### src/rtl/core/rhms_pkg.sv
// ----------------------------------------------------------------------------
// rhms_pkg
// Types and constants shared by the return-home mission sequencer.
// ----------------------------------------------------------------------------
package rhms_pkg;

   typedef struct packed {
      logic               pose_valid;
      logic signed [23:0] pos_x;
      logic signed [23:0] pos_y;
      logic signed [15:0] heading;
      logic [31:0]        now_ms;
   } req_type;

   typedef struct packed {
      logic               mission_active;
      logic [2:0]         mission_state;
      logic [1:0]         path_request;
      logic signed [15:0] path_heading;
      logic               course_valid;
      logic signed [15:0] course_heading;
   } rsp_type;

   // mission phases
   localparam logic [2:0] PH_IDLE = 3'd0;
   localparam logic [2:0] PH_OUT  = 3'd1;
   localparam logic [2:0] PH_TURN = 3'd2;
   localparam logic [2:0] PH_RET  = 3'd3;
   localparam logic [2:0] PH_DONE = 3'd4;

   // path requests
   localparam logic [1:0] REQ_NONE     = 2'd0;
   localparam logic [1:0] REQ_OUTBOUND = 2'd1;
   localparam logic [1:0] REQ_HOMEWARD = 2'd2;
   localparam logic [1:0] REQ_STOP     = 2'd3;

   // register indexes
   localparam int CSR_IDX_W  = 3;
   localparam int CSR_DATA_W = 24;
   localparam logic [CSR_IDX_W-1:0] CSR_WAYPOINT_X  = 3'd0;
   localparam logic [CSR_IDX_W-1:0] CSR_WAYPOINT_Y  = 3'd1;
   localparam logic [CSR_IDX_W-1:0] CSR_HOME_X      = 3'd2;
   localparam logic [CSR_IDX_W-1:0] CSR_HOME_Y      = 3'd3;
   localparam logic [CSR_IDX_W-1:0] CSR_GOAL_RADIUS = 3'd4;
   localparam logic [CSR_IDX_W-1:0] CSR_HOME_RADIUS = 3'd5;
   localparam logic [CSR_IDX_W-1:0] CSR_HOME_HTOL   = 3'd6;

   localparam logic [16:0] UTURN_TOL_BAM = 17'd1565;

   // CORDIC: 2^32 angle units per turn, inputs prescaled by 2^20
   localparam int ATAN_N      = 24;
   localparam int ITER_W      = $clog2(ATAN_N);
   localparam int PRESCALE_SH = 20;
   localparam int CW          = 49;
   localparam int CORDIC_PAD  = CW - 25 - PRESCALE_SH;
   localparam logic [31:0] Z_QUARTER       = 32'h4000_0000;
   localparam logic [31:0] Z_THREE_QUARTER = 32'hC000_0000;
   localparam logic [31:0] Z_ROUND         = 32'h0000_8000;

   localparam logic [31:0] ATAN_TAB [ATAN_N] = '{
      32'd536870912, 32'd316933406, 32'd167458907, 32'd85004756,
      32'd42667331,  32'd21354465,  32'd10679838,  32'd5340245,
      32'd2670163,   32'd1335087,   32'd667544,    32'd333772,
      32'd166886,    32'd83443,     32'd41722,     32'd20861,
      32'd10430,     32'd5215,      32'd2608,      32'd1304,
      32'd652,       32'd326,       32'd163,       32'd81
   };

   typedef struct packed {
      logic load;
      logic step;
      logic sq_dx;
      logic sq_dy;
      logic sq_rad;
      logic compare;
      logic commit;
   } cmd_type;

   typedef struct packed {
      logic       pose_valid;
      logic [2:0] phase;
      logic       iter_last;
      logic       out_free;
   } status_type;

endpackage

### src/rtl/core/return_home_mission_sequencer_core.sv
// ----------------------------------------------------------------------------
// return_home_mission_sequencer_core
// Return-home mission sequencer: one pose beat in, at most one result out.
// The idle phase runs CORDIC_STEPS CORDIC iterations before the result register;
//   outbound/return use the shared squarer, other phases commit directly.
// Throughput: one pose at a time; next beat can be taken in the cycle after commit.
// A pending result does not block the next pose beat.
// Reset (synchronous): idle phase, registers to their reset values, no result.
// ----------------------------------------------------------------------------
module return_home_mission_sequencer_core #(
   parameter int CORDIC_STEPS    = 16,
   parameter int REPLAN_MS       = 3000,
   parameter int TURN_TIMEOUT_MS = 20000
) (
   input  logic                             clock,
   input  logic                             reset,
   input  logic                             req_valid,
   output logic                             req_ready,
   input  rhms_pkg::req_type                req_data,
   output logic                             rsp_valid,
   input  logic                             rsp_ready,
   output rhms_pkg::rsp_type                rsp_data,
   input  logic                             csr_valid,
   output logic                             csr_ready,
   input  logic [rhms_pkg::CSR_IDX_W-1:0]   csr_index,
   input  logic [rhms_pkg::CSR_DATA_W-1:0]  csr_wdata
);

   rhms_pkg::cmd_type    cmd;
   rhms_pkg::status_type status;

   assign csr_ready = 1'b1;

   rhms_ctrl u_ctrl (
      .clock     (clock),
      .reset     (reset),
      .req_valid (req_valid),
      .req_ready (req_ready),
      .status    (status),
      .cmd       (cmd)
   );

   rhms_dp #(
      .CORDIC_STEPS    (CORDIC_STEPS),
      .REPLAN_MS       (REPLAN_MS),
      .TURN_TIMEOUT_MS (TURN_TIMEOUT_MS)
   ) u_dp (
      .clock      (clock),
      .reset      (reset),
      .req_accept (req_valid && req_ready),
      .req_data   (req_data),
      .csr_write  (csr_valid && csr_ready),
      .csr_index  (csr_index),
      .csr_wdata  (csr_wdata),
      .cmd        (cmd),
      .status     (status),
      .rsp_valid  (rsp_valid),
      .rsp_ready  (rsp_ready),
      .rsp_data   (rsp_data)
   );

endmodule

### src/rtl/core/rhms_ctrl.sv
// ----------------------------------------------------------------------------
// rhms_ctrl
// Sequencer: accepts a pose beat, runs CORDIC or distance steps, commits; drops a beat without pose_valid.
// ----------------------------------------------------------------------------
module rhms_ctrl (
   input  logic                  clock,
   input  logic                  reset,
   input  logic                  req_valid,
   output logic                  req_ready,
   input  rhms_pkg::status_type  status,
   output rhms_pkg::cmd_type     cmd
);

   typedef enum logic [7:0] {
      ST_WAIT   = 8'b0000_0001,
      ST_LOAD   = 8'b0000_0010,
      ST_ITER   = 8'b0000_0100,
      ST_MUL0   = 8'b0000_1000,
      ST_MUL1   = 8'b0001_0000,
      ST_MUL2   = 8'b0010_0000,
      ST_CMP    = 8'b0100_0000,
      ST_COMMIT = 8'b1000_0000
   } state_type;

   state_type state_ff, state_in;

   always_comb begin
      state_in = state_ff;
      case (state_ff)
         ST_WAIT: begin
            if (req_valid) state_in = ST_LOAD;
         end
         ST_LOAD: begin
            if (!status.pose_valid) begin
               state_in = ST_WAIT;
            end else begin
               case (status.phase)
                  rhms_pkg::PH_IDLE: state_in = ST_ITER;
                  rhms_pkg::PH_OUT:  state_in = ST_MUL0;
                  rhms_pkg::PH_RET:  state_in = ST_MUL0;
                  default:           state_in = ST_COMMIT;
               endcase
            end
         end
         ST_ITER: begin
            if (status.iter_last) state_in = ST_COMMIT;
         end
         ST_MUL0:   state_in = ST_MUL1;
         ST_MUL1:   state_in = ST_MUL2;
         ST_MUL2:   state_in = ST_CMP;
         ST_CMP:    state_in = ST_COMMIT;
         ST_COMMIT: begin
            if (status.out_free) state_in = ST_WAIT;
         end
         default:   state_in = ST_WAIT;
      endcase
   end

   always_ff @(posedge clock) begin
      if (reset) begin
         state_ff <= ST_WAIT;
      end else begin
         state_ff <= state_in;
      end
   end

   assign req_ready   = (state_ff == ST_WAIT);
   assign cmd.load    = (state_ff == ST_LOAD);
   assign cmd.step    = (state_ff == ST_ITER);
   assign cmd.sq_dx   = (state_ff == ST_MUL0);
   assign cmd.sq_dy   = (state_ff == ST_MUL1);
   assign cmd.sq_rad  = (state_ff == ST_MUL2);
   assign cmd.compare = (state_ff == ST_CMP);
   assign cmd.commit  = (state_ff == ST_COMMIT) && status.out_free;

endmodule

### src/rtl/core/rhms_dp.sv
// ----------------------------------------------------------------------------
// rhms_dp
// Datapath: registers, mission state, CORDIC atan2, squared distance,
// phase decisions and the result register.
// ----------------------------------------------------------------------------
module rhms_dp #(
   parameter int CORDIC_STEPS    = 16,
   parameter int REPLAN_MS       = 3000,
   parameter int TURN_TIMEOUT_MS = 20000
) (
   input  logic                                  clock,
   input  logic                                  reset,
   input  logic                                  req_accept,
   input  rhms_pkg::req_type                     req_data,
   input  logic                                  csr_write,
   input  logic [rhms_pkg::CSR_IDX_W-1:0]        csr_index,
   input  logic [rhms_pkg::CSR_DATA_W-1:0]       csr_wdata,
   input  rhms_pkg::cmd_type                     cmd,
   output rhms_pkg::status_type                  status,
   output logic                                  rsp_valid,
   input  logic                                  rsp_ready,
   output rhms_pkg::rsp_type                     rsp_data
);

   localparam int CW = rhms_pkg::CW;
   localparam int IW = rhms_pkg::ITER_W;

   // configuration
   logic signed [23:0] wp_x_ff, wp_y_ff, home_x_ff, home_y_ff;
   logic [19:0]        goal_rad_ff, home_rad_ff;
   logic [14:0]        htol_ff;

   always_ff @(posedge clock) begin
      if (reset) begin
         wp_x_ff     <= '0;
         wp_y_ff     <= '0;
         home_x_ff   <= '0;
         home_y_ff   <= '0;
         goal_rad_ff <= 20'd1500;
         home_rad_ff <= 20'd1500;
         htol_ff     <= 15'd2608;
      end else if (csr_write) begin
         case (csr_index)
            rhms_pkg::CSR_WAYPOINT_X:  wp_x_ff     <= csr_wdata;
            rhms_pkg::CSR_WAYPOINT_Y:  wp_y_ff     <= csr_wdata;
            rhms_pkg::CSR_HOME_X:      home_x_ff   <= csr_wdata;
            rhms_pkg::CSR_HOME_Y:      home_y_ff   <= csr_wdata;
            rhms_pkg::CSR_GOAL_RADIUS: goal_rad_ff <= csr_wdata[19:0];
            rhms_pkg::CSR_HOME_RADIUS: home_rad_ff <= csr_wdata[19:0];
            rhms_pkg::CSR_HOME_HTOL:   htol_ff     <= csr_wdata[14:0];
            default: ;
         endcase
      end
   end

   // pose beat
   rhms_pkg::req_type in_ff;

   always_ff @(posedge clock) begin
      if (req_accept) in_ff <= req_data;
   end

   // mission state
   logic [2:0]  phase_ff, phase_in;
   logic [15:0] out_dir_ff, out_dir_in;
   logic [15:0] ret_dir_ff, ret_dir_in;
   logic [31:0] turn_ms_ff, turn_ms_in;
   logic [31:0] replan_ms_ff, replan_ms_in;

   // distance operands
   logic signed [23:0] tgt_x, tgt_y;
   logic signed [24:0] ddx, ddy;
   logic [24:0]        adx_ff, ady_ff;

   assign tgt_x = (phase_ff == rhms_pkg::PH_RET) ? home_x_ff : wp_x_ff;
   assign tgt_y = (phase_ff == rhms_pkg::PH_RET) ? home_y_ff : wp_y_ff;
   assign ddx   = {in_ff.pos_x[23], in_ff.pos_x} - {tgt_x[23], tgt_x};
   assign ddy   = {in_ff.pos_y[23], in_ff.pos_y} - {tgt_y[23], tgt_y};

   always_ff @(posedge clock) begin
      if (cmd.load) begin
         adx_ff <= ddx[24] ? 25'(-ddx) : 25'(ddx);
         ady_ff <= ddy[24] ? 25'(-ddy) : 25'(ddy);
      end
   end

   // shared squarer
   logic [24:0] mul_a;
   logic [49:0] prod;
   logic [48:0] sqx_ff, sqy_ff;
   logic [39:0] rsq_ff;
   logic        dist_lt_ff;
   logic [19:0] rad;

   assign rad   = (phase_ff == rhms_pkg::PH_RET) ? home_rad_ff : goal_rad_ff;
   assign mul_a = cmd.sq_dx ? adx_ff : (cmd.sq_dy ? ady_ff : {5'd0, rad});
   assign prod  = mul_a * mul_a;

   always_ff @(posedge clock) begin
      if (cmd.sq_dx)   sqx_ff <= prod[48:0];
      if (cmd.sq_dy)   sqy_ff <= prod[48:0];
      if (cmd.sq_rad)  rsq_ff <= prod[39:0];
      if (cmd.compare) dist_lt_ff <= (({1'b0, sqx_ff} + {1'b0, sqy_ff}) < {10'd0, rsq_ff});
   end

   // CORDIC atan2, home to waypoint
   logic signed [24:0]   cdx, cdy;
   logic signed [CW-1:0] xe, ye, x0, y0;
   logic [31:0]          z0;
   logic signed [CW-1:0] cx_ff, cy_ff, cx_in, cy_in, xs, ys;
   logic [31:0]          cz_ff, cz_in, zr;
   logic                 czero_ff;
   logic [IW-1:0]        cnt_ff;
   logic [15:0]          cang;

   assign cdx = {wp_x_ff[23], wp_x_ff} - {home_x_ff[23], home_x_ff};
   assign cdy = {wp_y_ff[23], wp_y_ff} - {home_y_ff[23], home_y_ff};
   assign xe  = {{rhms_pkg::CORDIC_PAD{cdx[24]}}, cdx, {rhms_pkg::PRESCALE_SH{1'b0}}};
   assign ye  = {{rhms_pkg::CORDIC_PAD{cdy[24]}}, cdy, {rhms_pkg::PRESCALE_SH{1'b0}}};

   always_comb begin
      x0 = xe;
      y0 = ye;
      z0 = '0;
      if (cdx[24]) begin
         if (!cdy[24]) begin
            x0 = ye;
            y0 = -xe;
            z0 = rhms_pkg::Z_QUARTER;
         end else begin
            x0 = -ye;
            y0 = xe;
            z0 = rhms_pkg::Z_THREE_QUARTER;
         end
      end
   end

   assign xs = cx_ff >>> cnt_ff;
   assign ys = cy_ff >>> cnt_ff;

   always_comb begin
      if (!cy_ff[CW-1]) begin
         cx_in = cx_ff + ys;
         cy_in = cy_ff - xs;
         cz_in = cz_ff + rhms_pkg::ATAN_TAB[cnt_ff];
      end else begin
         cx_in = cx_ff - ys;
         cy_in = cy_ff + xs;
         cz_in = cz_ff - rhms_pkg::ATAN_TAB[cnt_ff];
      end
   end

   always_ff @(posedge clock) begin
      if (cmd.load) begin
         cx_ff    <= x0;
         cy_ff    <= y0;
         cz_ff    <= z0;
         czero_ff <= (cdx == '0) && (cdy == '0);
         cnt_ff   <= '0;
      end else if (cmd.step) begin
         cx_ff  <= cx_in;
         cy_ff  <= cy_in;
         cz_ff  <= cz_in;
         cnt_ff <= cnt_ff + 1'b1;
      end
   end

   assign zr   = cz_ff + rhms_pkg::Z_ROUND;
   assign cang = czero_ff ? 16'd0 : zr[31:16];

   // phase decision
   logic [15:0] herr_d;
   logic [16:0] herr;
   logic        replan_due, turn_timeout;
   rhms_pkg::rsp_type rsp_in, rsp_ff;
   logic        rsp_valid_ff;

   assign herr_d       = in_ff.heading - ret_dir_ff;
   assign herr         = herr_d[15] ? (17'h10000 - {1'b0, herr_d}) : {1'b0, herr_d};
   assign replan_due   = (in_ff.now_ms - replan_ms_ff) > 32'(REPLAN_MS);
   assign turn_timeout = (in_ff.now_ms - turn_ms_ff) > 32'(TURN_TIMEOUT_MS);

   always_comb begin
      phase_in     = phase_ff;
      out_dir_in   = out_dir_ff;
      ret_dir_in   = ret_dir_ff;
      turn_ms_in   = turn_ms_ff;
      replan_ms_in = replan_ms_ff;
      rsp_in       = '0;
      rsp_in.mission_active = (phase_ff == rhms_pkg::PH_OUT) ||
                              (phase_ff == rhms_pkg::PH_TURN) ||
                              (phase_ff == rhms_pkg::PH_RET);
      case (phase_ff)
         rhms_pkg::PH_IDLE: begin
            out_dir_in          = cang;
            ret_dir_in          = cang + 16'h8000;
            rsp_in.path_request = rhms_pkg::REQ_OUTBOUND;
            rsp_in.path_heading = cang;
            phase_in            = rhms_pkg::PH_OUT;
         end
         rhms_pkg::PH_OUT: begin
            if (dist_lt_ff) begin
               turn_ms_in = in_ff.now_ms;
               phase_in   = rhms_pkg::PH_TURN;
            end else if (replan_due) begin
               rsp_in.path_request = rhms_pkg::REQ_OUTBOUND;
               rsp_in.path_heading = out_dir_ff;
               replan_ms_in        = in_ff.now_ms;
            end
         end
         rhms_pkg::PH_TURN: begin
            rsp_in.course_valid   = 1'b1;
            rsp_in.course_heading = ret_dir_ff;
            if ((herr < rhms_pkg::UTURN_TOL_BAM) || turn_timeout) begin
               rsp_in.path_request = rhms_pkg::REQ_HOMEWARD;
               rsp_in.path_heading = ret_dir_ff;
               replan_ms_in        = in_ff.now_ms;
               phase_in            = rhms_pkg::PH_RET;
            end
         end
         rhms_pkg::PH_RET: begin
            if (dist_lt_ff && (herr < {2'd0, htol_ff})) begin
               rsp_in.path_request = rhms_pkg::REQ_STOP;
               phase_in            = rhms_pkg::PH_DONE;
            end else if (replan_due) begin
               rsp_in.path_request = rhms_pkg::REQ_HOMEWARD;
               rsp_in.path_heading = ret_dir_ff;
               replan_ms_in        = in_ff.now_ms;
            end
         end
         default: phase_in = rhms_pkg::PH_DONE;
      endcase
      rsp_in.mission_state = phase_in;
   end

   always_ff @(posedge clock) begin
      if (reset) begin
         phase_ff     <= rhms_pkg::PH_IDLE;
         out_dir_ff   <= '0;
         ret_dir_ff   <= '0;
         turn_ms_ff   <= '0;
         replan_ms_ff <= '0;
         rsp_valid_ff <= 1'b0;
      end else begin
         if (cmd.commit) begin
            phase_ff     <= phase_in;
            out_dir_ff   <= out_dir_in;
            ret_dir_ff   <= ret_dir_in;
            turn_ms_ff   <= turn_ms_in;
            replan_ms_ff <= replan_ms_in;
            rsp_valid_ff <= 1'b1;
         end else if (rsp_ready) begin
            rsp_valid_ff <= 1'b0;
         end
      end
   end

   always_ff @(posedge clock) begin
      if (cmd.commit) rsp_ff <= rsp_in;
   end

   assign rsp_valid         = rsp_valid_ff;
   assign rsp_data          = rsp_ff;
   assign status.pose_valid = in_ff.pose_valid;
   assign status.phase      = phase_ff;
   assign status.iter_last  = (cnt_ff == IW'(CORDIC_STEPS - 1));
   assign status.out_free   = !rsp_valid_ff || rsp_ready;

   a_commit_room: assert property (@(posedge clock) disable iff (reset)
      cmd.commit |-> (!rsp_valid_ff || rsp_ready))
      else $error("result committed over an untaken beat");

   a_phase_only_at_commit: assert property (@(posedge clock) disable iff (reset)
      !cmd.commit |=> $stable(phase_ff))
      else $error("mission phase moved without a commit");

   a_done_holds: assert property (@(posedge clock) disable iff (reset)
      (phase_ff == rhms_pkg::PH_DONE) |=> (phase_ff == rhms_pkg::PH_DONE))
      else $error("left done phase");

   a_step_in_idle: assert property (@(posedge clock) disable iff (reset)
      cmd.step |-> (phase_ff == rhms_pkg::PH_IDLE))
      else $error("CORDIC step outside idle phase");

endmodule
### config.mk
export PLATFORM = sky130hd
export DESIGN_NAME = return_home_mission_sequencer_core
export DESIGN_NICKNAME = d
export VERILOG_FILES = /design/src/rtl/core/rhms_pkg.sv /design/src/rtl/core/return_home_mission_sequencer_core.sv /design/src/rtl/core/rhms_ctrl.sv /design/src/rtl/core/rhms_dp.sv
export SDC_FILE = /design/constraint.sdc
export NUM_CORES = 2
export LEC_CHECK = 0
export BUFFER_PORTS_ARGS = -buffer_cell sky130_fd_sc_hd__buf_2
export CORE_MARGIN = 5
export CORE_UTILIZATION = 33
export CTS_CLUSTER_DIAMETER = 100
export DETAILED_ROUTE_END_ITERATION = 7
export PLACE_DENSITY = 0.57
export SETUP_SLACK_MARGIN = 0.4
export SLEW_MARGIN = 20
export SYNTH_ARGS = -nofsm -noshare
export SYNTH_HDL_FRONTEND = slang
export SYNTH_HIERARCHICAL = 1
export SYNTH_SLANG_ARGS = --single-unit
### constraint.sdc
create_clock -name clock -period 18.1 [get_ports clock]
set_input_delay 4.525 -clock clock [delete_from_list [all_inputs] [get_ports clock]]
set_output_delay 4.525 -clock clock [all_outputs]
set_load 0.01 [all_outputs]
# Word-level counts from Yosys, hierarchy flattened
# Memory sizes are Yosys's and may differ from the RTL's.
# Index checks and enable logic that the tools add are counted.
word_totals:
  register_bits: 720
  romBits: 1024
  output_inout_bits: 42
  memories: 1
mem_list:
  columns: ["name", "depth", "width", "rd", "rd_ports_with_merged_regs", "wr", "line", "text"]
  rows:
  - ["(no name shown)", 32, 32, 1, 0, 0, "rhms_dp.sv:149", "cz_in = cz_ff - rhms_pkg::ATAN_TAB[cnt_ff];"]
classes:
  n_addsub: 22
  mul: 1
  order_cmp: 6
  eq_ne: 24
  shifts: 2
  muxes: 51
  bitwise: 1
  reduce_logical: 28
ops:
  columns: ["operator", "n"]
  rows:
  - ["$mux 49", 10]
  - ["$mux 32", 11]
  - ["$sub 24x24->25", 4]
  - ["$add 49x49->49", 2]
  - ["$neg 45->49", 2]
  - ["$sshr 49x5->49", 2]
  - ["$sub 49x49->49", 2]
  - ["$mux 24", 4]
  - ["$pmux 32 s3", 1]
  - ["$sub 32x32->32", 3]
  - ["$pmux 18 s4", 1]
  - ["$pmux 8 s8", 1]
  - ["$mux 18", 3]
  - ["$mux 17", 3]
  - ["$add 49x49->50", 1]
  - ["$logic_not 25->1", 2]
  - ["$lt 50x40->1", 1]
  - ["$mux 25", 2]
  - ["$neg 25->25", 2]
  - ["$mul 25x25->49", 1]
  - ["$add 32x16->32 const B", 1]
  - ["$add 32x32->32", 1]
  - ["$gt 32x12->1 const B", 1]
  - ["$gt 32x15->1 const B", 1]
  - ["other kinds (40)", 73]

# Longest topological paths before layout
logic_depth:
  depth_word: 8
  ltp_mapped: 39
  ltp_nobuf: 35

# Modules after synthesis
# Netlist, hierarchy kept.
by_module_without_submodules:
  columns: ["module", "n_inst", "cells_per_inst", "area_each_um2"]
  rows:
  - ["rhms_dp", 1, 8409, 74282.5]
  - ["rhms_ctrl", 1, 67, 576.8]
  - ["return_home_mission_sequencer_core", 1, 3, 17.5]

# Worst setup path after synthesis
# OpenSTA, ideal clock, no wires.
synth_path:
  kind: "register to register"
  start: "register u_ctrl.state_ff[6]"
  end: "register u_dp.sqx_ff[48] (data pin)"
  arrival_time_ns: 12.397
  setup_slack_ns: 5.438
  path_stages_with_launch: 39
  n_path_buf: 5
  period_less_slack_ns: 12.662
  cell_sequence: "dfxtp_1 > buf_6 > nor3_4 > nand2_1 > nor3b_1 > clkbuf_1 > clkbuf_1 > buf_1 > nand2_1 > o21a_1 > inv_1 > buf_1 > nand2_1 > fa_1 > inv_1 > fa_1 > inv_1 > fa_1 > [3 not listed] > fa_1 > inv_1 > fa_1 > inv_1 > fa_1 > inv_1 > ha_1 > and3_1 > o21ai_0 > nand3_1 > o32a_1 > a221o_1 > a41o_1 > a211o_1 > a31oi_1 > o21ai_0 > a21oi_1 > xnor2_1"
synth_lines:
  columns: ["item", "line", "text"]
  rows:
  - ["start: declaration", "rhms_ctrl.sv:25", "state_type state_ff, state_in;"]
  - ["start signal: assignment", "rhms_ctrl.sv:63", "state_ff <= state_in;"]
  - ["end signal: assignment", "rhms_dp.sv:100", "if (cmd.sq_dx) sqx_ff <= prod[48:0];"]
  - ["end: declaration", "rhms_dp.sv:90", "logic [48:0] sqx_ff, sqy_ff;"]

==> summary.txt <==
Run status
  – Status: completed

Clock tree
  – TritonCTS clock tree: done
  – Skew-Pair Late Insertion Delay: 0.76 ns
  – Clk pin slew, worst setup/hold paths: approximately 0.06 ns
  – Post-CTS Resized: 0
  – TritonCTS Buffers: 91
  – CTS Sinks: 702
  – Root cell of the clock tree: clkbuf_16
  – Max Buffers Root-to-Sink: 3
  – H-tree depth: 3
  – Setup Buffers After CTS: 0
  – CTS Hold Buffers Added: 0

Final layout
  – Fraction of layout cells with a size suffix above 1: 7.83%
  – Layout Cells excl Fill: 11.6k
  – Final design utilization: 36.3%
  – Most common cell after layout, fill and taps aside: inv_1
  – Final #Nets: 9672
  – Area Growth Syn to Fin: 9.33%
  – # fillers: 22.8k
  – Commonest cells after routing, fill and taps aside: inv_1, nand2_1, a21oi_1

Synth
  – Post-synthesis sequential area ratio: 24.8%
  – Syn_nets: between 9k and 10k
  – Unique masters post-synth: 117
  – Ys flop type: edfxtp_1
  – Mapped Area: about 75000 um^2
  – Ys Warns: 6
  – Fraction of registers with async set/reset: 0%
  – Number of synthesized flops with an enable pin: 453
  – Synthesized flop and latch total: 702
  – Mapped Cells: 8479
  – Mean Syn Cell Area: approximately 8.8 um^2

Floorplanning
  – Initial core utilization: 33.2%
  – Area of the core: 225000 um^2
  – I/O Pins: 171
  – Die area: 237000 um^2
  – Chip Height: 486 um
  – Core Rows: 174
  – Die Wd: slightly below 500 um

Worst setup path
  – Critical Path AT: 11.44 ns
  – CP Class: flip-flop to flip-flop
  – Slowest stage cell, crit path: a22o_1
  – Crit-path max FO: 43
  – Crit end category: flip-flop
  – CP required: 18.55 ns
  – Most used cell along the critical path: fa_1
  – CP peak stage delay: between 0.6 and 0.7 ns
  – CP startpoint kind: flip-flop

Power
  – Total power: 10000 uW
  – P per Cell Area: 122 nW/um^2
  – Leak pwr: between 0.03 and 0.04 uW
  – Peak supply drop: 0.000134 V

Placement
  – Placed insts: 11.4k
  – Port Buffers: 169
  – DP Worst Slack: 7.37 ns
  – Gpl congestion: 0.940
  – HPWL after DPL: 194000 um

Timing
  – Setup WS post-layout: 7.11 ns
  – Final worst-path cycle share: 60.7%
  – Worst-Margin Slew: between 1 and 1.5 ns
  – Setup tns final: 0 ns
  – Final Setup Violations: 0
  – Final Max Slew Viols: 0
  – Skew final: 0.0700 ns
  – Final hold vios: 0
  – Final min period: around 11 ns
  – F_max: 0.0910 GHz
  – RSZ-0062 raised after global routing: false
  – Slew margin rel.: a little over a fifth

Global route
  – Initial antenna violation count: 32
  – Vias in the first global route: a little over 60k
  – Largest net degree at the start of global routing: roughly 170
  – First-pass GRT wire length: 380000 um
  – Tot GR Track Use: 20.5%
  – Gr ovfl total: 0

Min path
  – Hold WC Path Type: flip-flop to flip-flop

Job
  – Maxcap violations: 0

Routing
  – DR vias/cell: around 5.4
  – Starting DRT DRC Count: 5430
  – Via count: about 63k
  – # DRC: 0
  – Final ANT Viol Nets: 0
  – DR pass1 iterations: 6
  – Wire per inst: 21.4 um
  – DRT Wirelength: 247000 um
## cell families after synthesis
group / count (synthesis) / synth area share, %
adders and majority gates: 1071 / 22.7
muxes: 364 / 7.19
buffers and inverters: 1344 / 7.04
and+or+nand+nor: 2539 / 15.8
DFF: 702 / 24.8
other: 1 / 0.00501
AOI/OAI and AO/OA: 1907 / 16.0
xor gates and xnor gates: 551 / 6.45
## where the power goes
part	switching, uW	internal (uW)
sequential	132	2150
combinational	3600	2220
clock	807	1110
## stage by stage
stage	hold slack (ns)	cell area, um^2
6_report	0.455	81900
5_1_grt	0.471	81800
4_1_cts	0.455	81800
3_5_place_dp	0.446	78700
3_3_place_gp	0.441	78600
2_1_floorplan	0.432	74900
## layer usage
metal	GRT usage [%]	wire (um)	part of all wire, %
met1	28.3	111000	45
met3	3.25	16000	6.5
met4	6.91	9030	3.6
met2	32.6	111000	45
met5	0	96	0.039
## cell type report
type | count | area, um^2 | share of cell area (%)
inverters | 1007 | 3790 | 4.63
clock inverters | 54 | 687 | 0.839
repair buffers | 237 | 1380 | 1.68
well taps | 2992 | 3740 | 4.57
diodes | 19 | 47.5 | 0.0581
clock buffers | 116 | 2470 | 3.01
multi-input cells | 6433 | 51200 | 62.5
flip-flops and latches | 702 | 18600 | 22.7
## synth_stat cells (16+ instances only)
cell | count | area [um^2]
a211o_1 | 22 | 193
or3_1 | 37 | 231
a21oi_1 | 741 | 3710
xnor2_1 | 319 | 2790
a311oi_1 | 17 | 149
o31ai_1 | 34 | 255
mux2_2 | 48 | 541
nor3_1 | 141 | 706
o2111ai_1 | 16 | 140
mux4_2 | 116 | 2610
nand4_1 | 41 | 257
o21a_1 | 84 | 631
a31oi_1 | 63 | 394
inv_1 | 1000 | 3750
a22o_1 | 17 | 149
xor2_1 | 232 | 2030
edfxtp_1 | 453 | 13600
or4_1 | 19 | 143
or2_2 | 25 | 156
a21o_1 | 191 | 1430
buf_2 | 37 | 185
nor2_1 | 668 | 2510
buf_4 | 16 | 120
buf_1 | 40 | 150
clkbuf_1 | 231 | 867
nand3b_1 | 37 | 278
nand3_1 | 139 | 696
mux2i_1 | 186 | 1860
o211ai_1 | 62 | 465
nand2b_1 | 134 | 838
and4_1 | 19 | 166
dfxtp_1 | 249 | 4980
ha_1 | 592 | 7410
a211oi_1 | 54 | 405
nor4_1 | 27 | 169
and2_1 | 58 | 363
fa_1 | 479 | 9590
nand2_1 | 968 | 3630
o21bai_1 | 40 | 300
o41ai_1 | 17 | 149
o21ai_0 | 321 | 1610
o22ai_1 | 21 | 131
and3_1 | 67 | 419
nor2b_1 | 81 | 507
## worst max-delay path, delay by kind of cell, from the launching register on
kind,cells,cell delay (ns)
fa+ha+maj,8,4.07
simple gates,6,1.77
xor+xnor,1,0.13
compound gates,11,3.03
flops,1,0.38
buf+inv,4,1.22
## flip-flops by register name, indices dropped and copies added (netlist names), 24 cells and up
register and flops:
u_dp/rsq_ff 39, u_dp/wp_y_ff 24, u_dp/cz_ff 32, u_dp/cy_ff 49
u_dp/adx_ff 25, u_dp/turn_ms_ff 32, u_dp/ady_ff 25, u_dp/cx_ff 49
u_dp/home_x_ff 24, u_dp/home_y_ff 24, u_dp/in_ff 96, u_dp/sqy_ff 48
u_dp/sqx_ff 48, u_dp/wp_x_ff 24, u_dp/rsp_data 39, u_dp/replan_ms_ff 32
## path summary, 6_finish.rpt
check                                  start                              end  slack (ns)  cells after the start
min          u_dp/turn_ms_ff[6]$_SDFFE_PP0P_  u_dp/turn_ms_ff[6]$_SDFFE_PP0P_        0.46                      2
min reg2reg  u_dp/turn_ms_ff[6]$_SDFFE_PP0P_  u_dp/turn_ms_ff[6]$_SDFFE_PP0P_        0.46                      2
max          u_ctrl/state_ff[5]$_SDFFE_PP0P_        u_dp/sqy_ff[47]$_DFFE_PP_        7.11                     30
max reg2reg  u_ctrl/state_ff[5]$_SDFFE_PP0P_        u_dp/sqy_ff[47]$_DFFE_PP_        7.11                     30
(Power assumes the default switching activity.)
